[src/rtl/c2b_pkg.sv]
// ----------------------------------------------------------------------------
// c2b_pkg
// Shared constants for the bearing pipeline: angle format, the arctangent
// table in degrees with 16 fractional bits, and the quadrant kind codes.
// ----------------------------------------------------------------------------
package c2b_pkg;

  localparam int ANGLE_FRAC = 16;
  localparam int GUARD_BITS = 8;
  localparam int TABLE_LEN  = 24;
  localparam int TBL_W      = 22;
  localparam int ZW         = 25;
  localparam int CLAMP_W    = 23;
  localparam int TOTAL_W    = 25;
  localparam int DEG_W      = 9;

  localparam logic [TBL_W-1:0] ATAN_DEG_Q16 [TABLE_LEN] = '{
    22'd2949120, 22'd1740967, 22'd919879, 22'd466945,
    22'd234379,  22'd117304,  22'd58666,  22'd29335,
    22'd14668,   22'd7334,    22'd3667,   22'd1833,
    22'd917,     22'd458,     22'd229,    22'd115,
    22'd57,      22'd29,      22'd14,     22'd7,
    22'd4,       22'd2,       22'd1,      22'd0
  };

  localparam logic [TOTAL_W-1:0] DEG90_Q16  = 25'd5898240;
  localparam logic [TOTAL_W-1:0] DEG270_Q16 = 25'd17694720;
  localparam logic [TOTAL_W-1:0] DEG360_Q16 = 25'd23592960;

  localparam logic [DEG_W-1:0] DEG_UP    = 9'd0;
  localparam logic [DEG_W-1:0] DEG_RIGHT = 9'd90;
  localparam logic [DEG_W-1:0] DEG_DOWN  = 9'd180;
  localparam logic [DEG_W-1:0] DEG_LEFT  = 9'd270;

  localparam logic [2:0] KIND_FIXED = 3'd0;
  localparam logic [2:0] KIND_UR    = 3'd1;
  localparam logic [2:0] KIND_DR    = 3'd2;
  localparam logic [2:0] KIND_DL    = 3'd3;
  localparam logic [2:0] KIND_UL    = 3'd4;

endpackage

[src/rtl/cartesian_to_bearing_degrees.sv]
// ----------------------------------------------------------------------------
// cartesian_to_bearing_degrees
// Clockwise bearing from up, in whole degrees, of a signed screen offset,
// through a pipelined vectoring CORDIC.
//
// Usage: the input channel (in_valid, in_stall) carries one word of
// offset_x (right positive) and offset_y (down positive). The output
// channel (out_valid, out_stall) carries bearing_deg, 0..359, truncated.
// A word is taken at a clock edge where valid is high and stall is low.
// The pipeline (at most 24 CORDIC stages are built) has one input stage
// that sorts the quadrant, one register per CORDIC iteration, one stage
// that clamps and places the angle, and the output register. One word is
// accepted every cycle while in_stall is low; the rate is set by the
// one-iteration-per-stage CORDIC chain.
// When the receiver stalls, the result holds on the outputs and each stage
// holds only if the stage after it is full, so empty slots fill up before
// in_stall rises. Reset empties the pipeline; no result is lost or repeated.
// ----------------------------------------------------------------------------
module cartesian_to_bearing_degrees #(
  parameter int COORD_WIDTH   = 16,
  parameter int CORDIC_STAGES = 16
) (
  input  logic                          clk,
  input  logic                          rst,
  input  logic                          in_valid,
  output logic                          in_stall,
  input  logic signed [COORD_WIDTH-1:0] offset_x,
  input  logic signed [COORD_WIDTH-1:0] offset_y,
  output logic                          out_valid,
  input  logic                          out_stall,
  output logic [c2b_pkg::DEG_W-1:0]     bearing_deg
);

  localparam int N  = (CORDIC_STAGES < c2b_pkg::TABLE_LEN) ?
                      CORDIC_STAGES : c2b_pkg::TABLE_LEN;
  localparam int XW = COORD_WIDTH + c2b_pkg::GUARD_BITS + 2;
  localparam int ZW = c2b_pkg::ZW;

  // pipeline registers, index 0 is the input stage
  logic                  v      [0:N];
  logic                  rdy    [0:N];
  logic signed [XW-1:0]  x_r    [0:N];
  logic signed [XW-1:0]  y_r    [0:N];
  logic signed [ZW-1:0]  z_r    [0:N];
  logic [2:0]            kind_r [0:N];
  logic [c2b_pkg::DEG_W-1:0] deg_r [0:N];

  logic signed [XW-1:0]  x_next [1:N];
  logic signed [XW-1:0]  y_next [1:N];
  logic signed [ZW-1:0]  z_next [1:N];

  logic                  fin_v;
  logic                  fin_rdy;
  logic                  out_rdy;
  logic [c2b_pkg::TOTAL_W-1:0] fin_total;
  logic [c2b_pkg::TOTAL_W-1:0] total_next;
  logic [c2b_pkg::TOTAL_W-1:0] wrap;
  logic [c2b_pkg::CLAMP_W-1:0] zc;

  // input classification
  logic [COORD_WIDTH-1:0] ax, ay, a_in, b_in;
  logic                   x_zero, y_zero, x_neg, y_neg;
  logic [2:0]             kind_in;
  logic [c2b_pkg::DEG_W-1:0] deg_in;

  // ready chain
  assign out_rdy  = !out_valid || !out_stall;
  assign fin_rdy  = !fin_v || out_rdy;
  assign in_stall = !rdy[0];

  always_comb begin
    rdy[N] = !v[N] || fin_rdy;
    for (int i = N - 1; i >= 0; i--) begin
      rdy[i] = !v[i] || rdy[i+1];
    end
  end

  // quadrant sort
  always_comb begin
    x_neg  = offset_x[COORD_WIDTH-1];
    y_neg  = offset_y[COORD_WIDTH-1];
    x_zero = (offset_x == '0);
    y_zero = (offset_y == '0);
    ax     = x_neg ? (~offset_x + 1'b1) : offset_x;
    ay     = y_neg ? (~offset_y + 1'b1) : offset_y;
    a_in   = ax;
    b_in   = ay;
    deg_in = c2b_pkg::DEG_UP;
    if (x_zero && y_zero) begin
      kind_in = c2b_pkg::KIND_FIXED;
    end else if (y_zero) begin
      kind_in = c2b_pkg::KIND_FIXED;
      deg_in  = x_neg ? c2b_pkg::DEG_LEFT : c2b_pkg::DEG_RIGHT;
    end else if (x_zero) begin
      kind_in = c2b_pkg::KIND_FIXED;
      deg_in  = y_neg ? c2b_pkg::DEG_UP : c2b_pkg::DEG_DOWN;
    end else if (!x_neg && y_neg) begin
      kind_in = c2b_pkg::KIND_UR;
      a_in    = ay;
      b_in    = ax;
    end else if (!x_neg) begin
      kind_in = c2b_pkg::KIND_DR;
    end else if (!y_neg) begin
      kind_in = c2b_pkg::KIND_DL;
    end else begin
      kind_in = c2b_pkg::KIND_UL;
    end
  end

  // one cordic iteration per stage
  always_comb begin
    logic signed [XW-1:0] xs, ys;
    logic signed [ZW-1:0] at;
    for (int i = 0; i < N; i++) begin
      xs = x_r[i] >>> i;
      ys = y_r[i] >>> i;
      at = $signed({{(ZW - c2b_pkg::TBL_W){1'b0}}, c2b_pkg::ATAN_DEG_Q16[i]});
      if (y_r[i][XW-1]) begin
        x_next[i+1] = x_r[i] - ys;
        y_next[i+1] = y_r[i] + xs;
        z_next[i+1] = z_r[i] - at;
      end else if (y_r[i] != '0) begin
        x_next[i+1] = x_r[i] + ys;
        y_next[i+1] = y_r[i] - xs;
        z_next[i+1] = z_r[i] + at;
      end else begin
        x_next[i+1] = x_r[i];
        y_next[i+1] = y_r[i];
        z_next[i+1] = z_r[i];
      end
    end
  end

  // clamp and place in quadrant
  always_comb begin
    if (z_r[N][ZW-1]) begin
      zc = '0;
    end else if ($unsigned(z_r[N]) > c2b_pkg::DEG90_Q16) begin
      zc = c2b_pkg::DEG90_Q16[c2b_pkg::CLAMP_W-1:0];
    end else begin
      zc = z_r[N][c2b_pkg::CLAMP_W-1:0];
    end
    unique case (kind_r[N])
      c2b_pkg::KIND_UR: total_next = {2'b00, zc};
      c2b_pkg::KIND_DR: total_next = c2b_pkg::DEG90_Q16 + {2'b00, zc};
      c2b_pkg::KIND_DL: total_next = c2b_pkg::DEG270_Q16 - {2'b00, zc};
      c2b_pkg::KIND_UL: total_next = c2b_pkg::DEG270_Q16 + {2'b00, zc};
      default:          total_next = {deg_r[N], {c2b_pkg::ANGLE_FRAC{1'b0}}};
    endcase
  end

  assign wrap = (fin_total >= c2b_pkg::DEG360_Q16) ?
                (fin_total - c2b_pkg::DEG360_Q16) : fin_total;

  // valid bits
  always_ff @(posedge clk) begin
    if (rst) begin
      for (int i = 0; i <= N; i++) begin
        v[i] <= 1'b0;
      end
      fin_v     <= 1'b0;
      out_valid <= 1'b0;
    end else begin
      if (rdy[0]) begin
        v[0] <= in_valid;
      end
      for (int i = 1; i <= N; i++) begin
        if (rdy[i]) begin
          v[i] <= v[i-1];
        end
      end
      if (fin_rdy) begin
        fin_v <= v[N];
      end
      if (out_rdy) begin
        out_valid <= fin_v;
      end
    end
  end

  // payload
  always_ff @(posedge clk) begin
    if (rdy[0] && in_valid) begin
      x_r[0]    <= $signed({2'b00, a_in, {c2b_pkg::GUARD_BITS{1'b0}}});
      y_r[0]    <= $signed({2'b00, b_in, {c2b_pkg::GUARD_BITS{1'b0}}});
      z_r[0]    <= '0;
      kind_r[0] <= kind_in;
      deg_r[0]  <= deg_in;
    end
    for (int i = 1; i <= N; i++) begin
      if (rdy[i] && v[i-1]) begin
        x_r[i]    <= x_next[i];
        y_r[i]    <= y_next[i];
        z_r[i]    <= z_next[i];
        kind_r[i] <= kind_r[i-1];
        deg_r[i]  <= deg_r[i-1];
      end
    end
    if (fin_rdy && v[N]) begin
      fin_total <= total_next;
    end
    if (out_rdy && fin_v) begin
      bearing_deg <= wrap[c2b_pkg::TOTAL_W-1:c2b_pkg::ANGLE_FRAC];
    end
  end

endmodule
[config.mk]
export PLATFORM = sky130hd
export DESIGN_NAME = cartesian_to_bearing_degrees
export DESIGN_NICKNAME = d
export VERILOG_FILES = /design/src/rtl/c2b_pkg.sv /design/src/rtl/cartesian_to_bearing_degrees.sv
export SDC_FILE = /design/constraint.sdc
export NUM_CORES = 2
export LEC_CHECK = 0
export ABC_AREA = 0
export CORE_ASPECT_RATIO = 1.25
export CORE_MARGIN = 8
export CORE_UTILIZATION = 45
export CTS_BUF_LIST = sky130_fd_sc_hd__clkbuf_8
export DETAILED_ROUTE_END_ITERATION = 12
export DONT_BUFFER_PORTS = 1
export PLACE_DENSITY_LB_ADDON = 0.3
export RECOVER_POWER = 50
export SKIP_CTS_REPAIR_TIMING = 1
export SYNTH_ARGS = -nofsm -noshare
export SYNTH_HDL_FRONTEND = slang
export SYNTH_SLANG_ARGS = --single-unit
[constraint.sdc]
create_clock -name clk -period 8.64 [get_ports clk]
set_input_delay 1.728 -clock clk [delete_from_list [all_inputs] [get_ports clk]]
set_output_delay 1.728 -clock clk [all_outputs]
set_load 0.05 [all_outputs]
# == Word-level counts from Yosys, hierarchy flattened ==
# Memories as Yosys holds them, arrays and structs flattened.
# Cells that the tools add are included.
# word_totals
in_bits,36
reg_bits,36
word_cells,441
ram_bits,1530
n_memories,6
# mem_list
name,depth,word_bits,rd,rd_ports_with_merged_regs,wr,line,text
x_r,17,26,16,0,17,cartesian_to_bearing_degrees.sv:42,logic signed [XW-1:0] x_r [0:N];
y_r,17,26,16,0,17,cartesian_to_bearing_degrees.sv:43,logic signed [XW-1:0] y_r [0:N];
z_r,17,25,17,0,17,cartesian_to_bearing_degrees.sv:44,logic signed [ZW-1:0] z_r [0:N];
deg_r,17,9,17,0,17,cartesian_to_bearing_degrees.sv:46,logic [c2b_pkg::DEG_W-1:0] deg_r [0:N];
kind_r,17,3,17,0,17,cartesian_to_bearing_degrees.sv:45,logic [2:0] kind_r [0:N];
v,17,1,17,0,17,cartesian_to_bearing_degrees.sv:40,logic v [0:N];
# classes
reduce_logical,80
eq_ne,4
magnitude_cmp,2
addsub,101
mux,225
bitwise,19
# op_table
op,n
two-way mux 26 bit,64
two-way mux 25 bit,33
nonzero test 26 bit,16
two-way mux 16 bit,10
two-way mux 1 bit,104
one-hot mux 25 bit (4 select lines),1
adder 26 x 11 -> 26 bit,2
adder 26 x 12 -> 26 bit,2
adder 26 x 13 -> 26 bit,2
adder 26 x 14 -> 26 bit,2
adder 26 x 15 -> 26 bit,2
adder 26 x 16 -> 26 bit,2
adder 26 x 17 -> 26 bit,2
adder 26 x 18 -> 26 bit,2
adder 26 x 19 -> 26 bit,2
adder 26 x 20 -> 26 bit,2
adder 26 x 21 -> 26 bit,2
adder 26 x 22 -> 26 bit,2
adder 26 x 23 -> 26 bit,2
adder 26 x 24 -> 26 bit,2
adder 26 x 25 -> 26 bit,2
subtractor 26 x 11 -> 26 bit,2
subtractor 26 x 12 -> 26 bit,2
subtractor 26 x 13 -> 26 bit,2
other kinds (66),167

# == Depth between registers and ports, before layout ==
# depth
word_depth,24
ltp_mapped,17
ltp_nobuf,14

# == Least setup slack after synthesis ==
# OpenSTA, ideal clock, no wires.
# synth_timing
path_kind,input -> register
start,in out_stall
end,mem deg_r[0][101] in the netlist's numbering (enable)
slack_ps,-432
path_buffers,0
t_arrival_ps,8409
stages,5
required_time_ps,7978
path_cell_list,nand4_1 -> nor2_1 -> nand3_1 -> inv_1 -> a21boi_0
# synth_rtl
element,line,text
start: declaration,cartesian_to_bearing_degrees.sv:30,"input logic out_stall,"
end: declaration,cartesian_to_bearing_degrees.sv:46,

==> run_summary.xml <==
<?xml version="1.0" encoding="UTF-8"?>
<metrics>
  <group name="outcome">
    <metric name="outcome" unit="">complete, but fails checks</metric>
    <metric name="violations" unit="">max-capacitance violations, max-slew violations</metric>
  </group>
  <group name="finish">
    <metric name="fillerInstances" unit="">25400</metric>
    <metric name="multiInputGateArea" unit="um2">73800</metric>
    <metric name="seqCellArea" unit="um2">38700</metric>
    <metric name="finish.utilization" unit="">0.479</metric>
    <metric name="final_cell_mix" unit="">1,345 x sky130_fd_sc_hd__ha_1, 1,289 x sky130_fd_sc_hd__edfxtp_1, 1,233 x sky130_fd_sc_hd__nor2_1</metric>
    <metric name="layout-drive-gt1-share" unit="">0.0381</metric>
    <metric name="final_net_count" unit="">14800</metric>
    <metric name="area_delta_synth_final" unit="%">5.84</metric>
    <metric name="layout_commonest_cell" unit="">sky130_fd_sc_hd__ha_1</metric>
  </group>
  <group name="sta">
    <metric name="achievable-frequency" unit="MHz">140</metric>
    <metric name="post-route-min-period" unit="ps">7160</metric>
    <metric name="rsz0062_at_grt" unit="">false</metric>
    <metric name="worst_slew_pin_slew" unit="ps">4620</metric>
    <metric name="clock_skew" unit="ps">138</metric>
    <metric name="timing.max_slew.rel_slack" unit="">-2.08</metric>
    <metric name="layout_worst_path_cycle_share" unit="">0.829</metric>
    <metric name="timing.hold.ws" unit="ps">380</metric>
    <metric name="timing.final.setup_violations" unit="">0</metric>
    <metric name="timing_max_transition_violations_final" unit="">1909</metric>
    <metric name="finalHoldViolCount" unit="">0</metric>
  </group>
  <group name="die">
    <metric name="row_count" unit="">211</metric>
    <metric name="die_h" unit="um">592</metric>
    <metric name="start_util" unit="">0.452</metric>
    <metric name="floorplan.die_area" unit="um2">282000</metric>
    <metric name="core" unit="um2">264000</metric>
    <metric name="ioPinCount" unit="">47</metric>
    <metric name="die-width" unit="um">477</metric>
  </group>
  <group name="min_path">
    <metric name="min_path_cells" unit="">0</metric>
    <metric name="min-delay-start" unit="">deg_r[0][128]$_DFFE_PP_</metric>
    <metric name="worst_hold_path.endpoint" unit="">deg_r[0][137]$_DFFE_PP_</metric>
    <metric name="worst_hold_path_type" unit="">reg2reg</metric>
  </group>
  <group name="synth">
    <metric name="synth-edff-count" unit="">1289</metric>
    <metric name="postSynthAreaPerCell" unit="um2">8.72</metric>
    <metric name="synth_flop_cell" unit="">sky130_fd_sc_hd__edfxtp_1</metric>
    <metric name="synthesis_stage_register_bit_count" unit="">1291</metric>
    <metric name="netlist.top_cell.by_area" unit="">sky130_fd_sc_hd__edfxtp_1</metric>
    <metric name="synth_area" unit="um2">119000</metric>
    <metric name="synth.net_count" unit="">15100</metric>
    <metric name="synthesis.yosys.warnings" unit="">0</metric>
    <metric name="syn-instance-count" unit="">13700</metric>
    <metric name="unique_masters_post_synth" unit="">105</metric>
    <metric name="synth.top_cells.by_area" unit="">sky130_fd_sc_hd__edfxtp_1 32%, sky130_fd_sc_hd__ha_1 14%, sky130_fd_sc_hd__xnor2_1 6.4%</metric>
    <metric name="synth-async-reset-ratio" unit="">0</metric>
    <metric name="yosysSeqAreaShare" unit="">0.325</metric>
    <metric name="synth_top_area_share" unit="">0.324</metric>
  </group>
  <group name="drt">
    <metric name="topRoutingLayerUsed" unit="">met5</metric>
    <metric name="wire_per_inst" unit="um">19.7</metric>
    <metric name="route.met3.wl" unit="um">14400</metric>
    <metric name="vias_per_cell" unit="">5.87</metric>
    <metric name="routed-via-count" unit="">100000</metric>
    <metric name="drt_drc_violations_left" unit="">0</metric>
    <metric name="antenna_left" unit="">0</metric>
    <metric name="wirelength_met1" unit="um">130000</metric>
    <metric name="totalWireLength" unit="um">337000</metric>
    <metric name="drtPass1Iterations" unit="">9</metric>
    <metric name="detailedRoute.firstIterationViolations" unit="">6222</metric>
    <metric name="detailroute.wirelength.met2" unit="um">170000</metric>
  </group>
  <group name="flow_run">
    <metric name="cap_viol_max_count" unit="">45</metric>
  </group>
  <group name="clock_tree">
    <metric name="htree_levels" unit="">4</metric>
    <metric name="cts_tree" unit="">yes</metric>
    <metric name="clkLatencyLatePin" unit="ps">1040</metric>
    <metric name="cts.sink_count" unit="">1291</metric>
    <metric name="numCtsBuffers" unit="">223</metric>
    <metric name="clk_path_buf_depth" unit="">4</metric>
    <metric name="cts.clk_slew.worst_paths" unit="ps">80</metric>
    <metric name="cts_root_buffer" unit="">sky130_fd_sc_hd__clkbuf_8</metric>
  </group>
  <group name="worst_setup_path">
    <metric name="setup.worst_path.class" unit="">reg2reg</metric>
    <metric name="worst-r2r-cell-count" unit="">11</metric>
    <metric name="worst_ep_required_time" unit="ps">9390</metric>
    <metric name="rrSetupSlack" unit="ps">1480</metric>
    <metric name="worstPathMaxFanout" unit="">60</metric>
    <metric name="timing.critical_path.to_type" unit="">flop</metric>
    <metric name="rr_endpoint" unit="">x_r[0][319]$_DFFE_PP_</metric>
    <metric name="worstReg2RegStart" unit="">y_r[0][311]$_DFFE_PP_</metric>
    <metric name="worst_setup_path_start_kind" unit="">flop</metric>
    <metric name="crit_arrival" unit="ps">7910</metric>
  </group>
  <group name="pwr">
    <metric name="power_density" unit="nW/um2">112</metric>
    <metric name="total_leakage_power" unit="uW">0.0498</metric>
    <metric name="vdd_drop_max" unit="mV">0.156</metric>
  </group>
  <group name="global_routing">
    <metric name="pin_count_of_the_biggest_net_entering_global_routing" unit="">87</metric>
    <metric name="wire_length_of_the_first_global_routing_pass" unit="um">522000</metric>
    <metric name="first_global_vias" unit="">96400</metric>
    <metric name="grt_overflow_total" unit="">0</metric>
    <metric name="global_route_usage_sum" unit="">0.225</metric>
    <metric name="grt_antenna_before_repair" unit="">7</metric>
  </group>
  <group name="place">
    <metric name="port_buffers" unit="">0</metric>
    <metric name="hpwl" unit="um">260000</metric>
    <metric name="gp_congestion" unit="">0.963</metric>
  </group>
</metrics>
synth_stat cells (161+ instances only):
library cell	count
sky130_fd_sc_hd__ha_1	1345
sky130_fd_sc_hd__edfxtp_1	1289
sky130_fd_sc_hd__nor2_1	1242
sky130_fd_sc_hd__a21oi_1	1174
sky130_fd_sc_hd__inv_1	1147
sky130_fd_sc_hd__o21ai_0	894
sky130_fd_sc_hd__xnor2_1	867
sky130_fd_sc_hd__nand2_1	782
sky130_fd_sc_hd__clkbuf_1	582
sky130_fd_sc_hd__nor3_1	359
sky130_fd_sc_hd__xor2_1	317
sky130_fd_sc_hd__o21bai_1	223
sky130_fd_sc_hd__o22ai_1	222
sky130_fd_sc_hd__a21o_1	218
sky130_fd_sc_hd__nand2b_1	216
sky130_fd_sc_hd__nand3_1	213
sky130_fd_sc_hd__nor4_1	185
sky130_fd_sc_hd__nor2b_1	161
area by class of cell:
type                       count  area share
inverter                    1158      0.0344
timing repair buffer         100     0.00419
clock buffer                 230      0.0251
sequential                  1291       0.307
clock inverter               159      0.0103
multi-input combinational  10600       0.584
antenna                        4   0.0000792
tap                         3514      0.0348
how the worst max path moves through the flow:
stage                            from                 endpoint  slack (ps)
6_report        y_r[0][311]$_DFFE_PP_    x_r[0][319]$_DFFE_PP_        1480
3_3_place_gp                out_stall                 in_stall        2660
5_1_grt         y_r[0][311]$_DFFE_PP_    x_r[0][337]$_DFFE_PP_        1130
4_1_cts        out_valid$_SDFFE_PP0P_                 in_stall        2400
2_1_floorplan               out_stall  deg_r[0][101]$_DFFE_PP_        -430
3_5_place_dp                out_stall                 in_stall        2620
flip-flops by register name, indices dropped and copies added, names as in the netlist:
signal and count:
z_r 358, out_valid 1, y_r 384, fin_total 25, kind_r 51, bearing_deg 9
deg_r 102, fin_v 1, v 17, x_r 343
layer usage:
metal | track usage | vias to the layer above
met3 | 0.0247 | 908
met5 | 0 | -
met4 | 0.128 | 2
met2 | 0.419 | 2623
met1 | 0.248 | 47500
li1 | - | 49100
stage by stage:
step,setup TNS [ps],cell area (um2),instances,total power [uW],setup WS [ps]
finish,0,126000,17000,14100,1480
global route,0,126000,17000,14700,1130
CTS,0,127000,17000,14300,2400
detailed placement,0,122000,16600,8480,2620
global placement,0,122000,16600,8480,2660
floorplan,-111350,119000,13700,8160,-432
where the power goes:
| group | switching (uW) | internal, uW |
|---|---|---|
| combinational | 783 | 544 |
| sequential | 109 | 6950 |
| clock | 2620 | 3130 |
logic make-up after synthesis:
group | count (synthesis) | share of synthesized area
buffers and inverters | 1811 | 0.0573
flip-flops | 1291 | 0.325
multiplexers | 70 | 0.00595
AND/OR/NAND/NOR | 3763 | 0.151
AO/OA/AOI/OAI | 4176 | 0.225
adder cells (fa/ha/maj) | 1393 | 0.149
XOR/XNOR | 1184 | 0.0869
worst max-delay path, cell delays in order (launching register included):
cell	delay [ps]
sky130_fd_sc_hd__edfxtp_1	320
sky130_fd_sc_hd__clkbuf_1	1340
sky130_fd_sc_hd__clkbuf_1	2000
sky130_fd_sc_hd__nor4_1	60
sky130_fd_sc_hd__nand4_1	220
sky130_fd_sc_hd__or2_2	120
sky130_fd_sc_hd__clkbuf_1	890
sky130_fd_sc_hd__nand2_1	110
sky130_fd_sc_hd__clkbuf_1	870
sky130_fd_sc_hd__o22ai_1	450
sky130_fd_sc_hd__nor2_1	60
sky130_fd_sc_hd__o21ai_0	420
(Power assumes the default switching activity.)
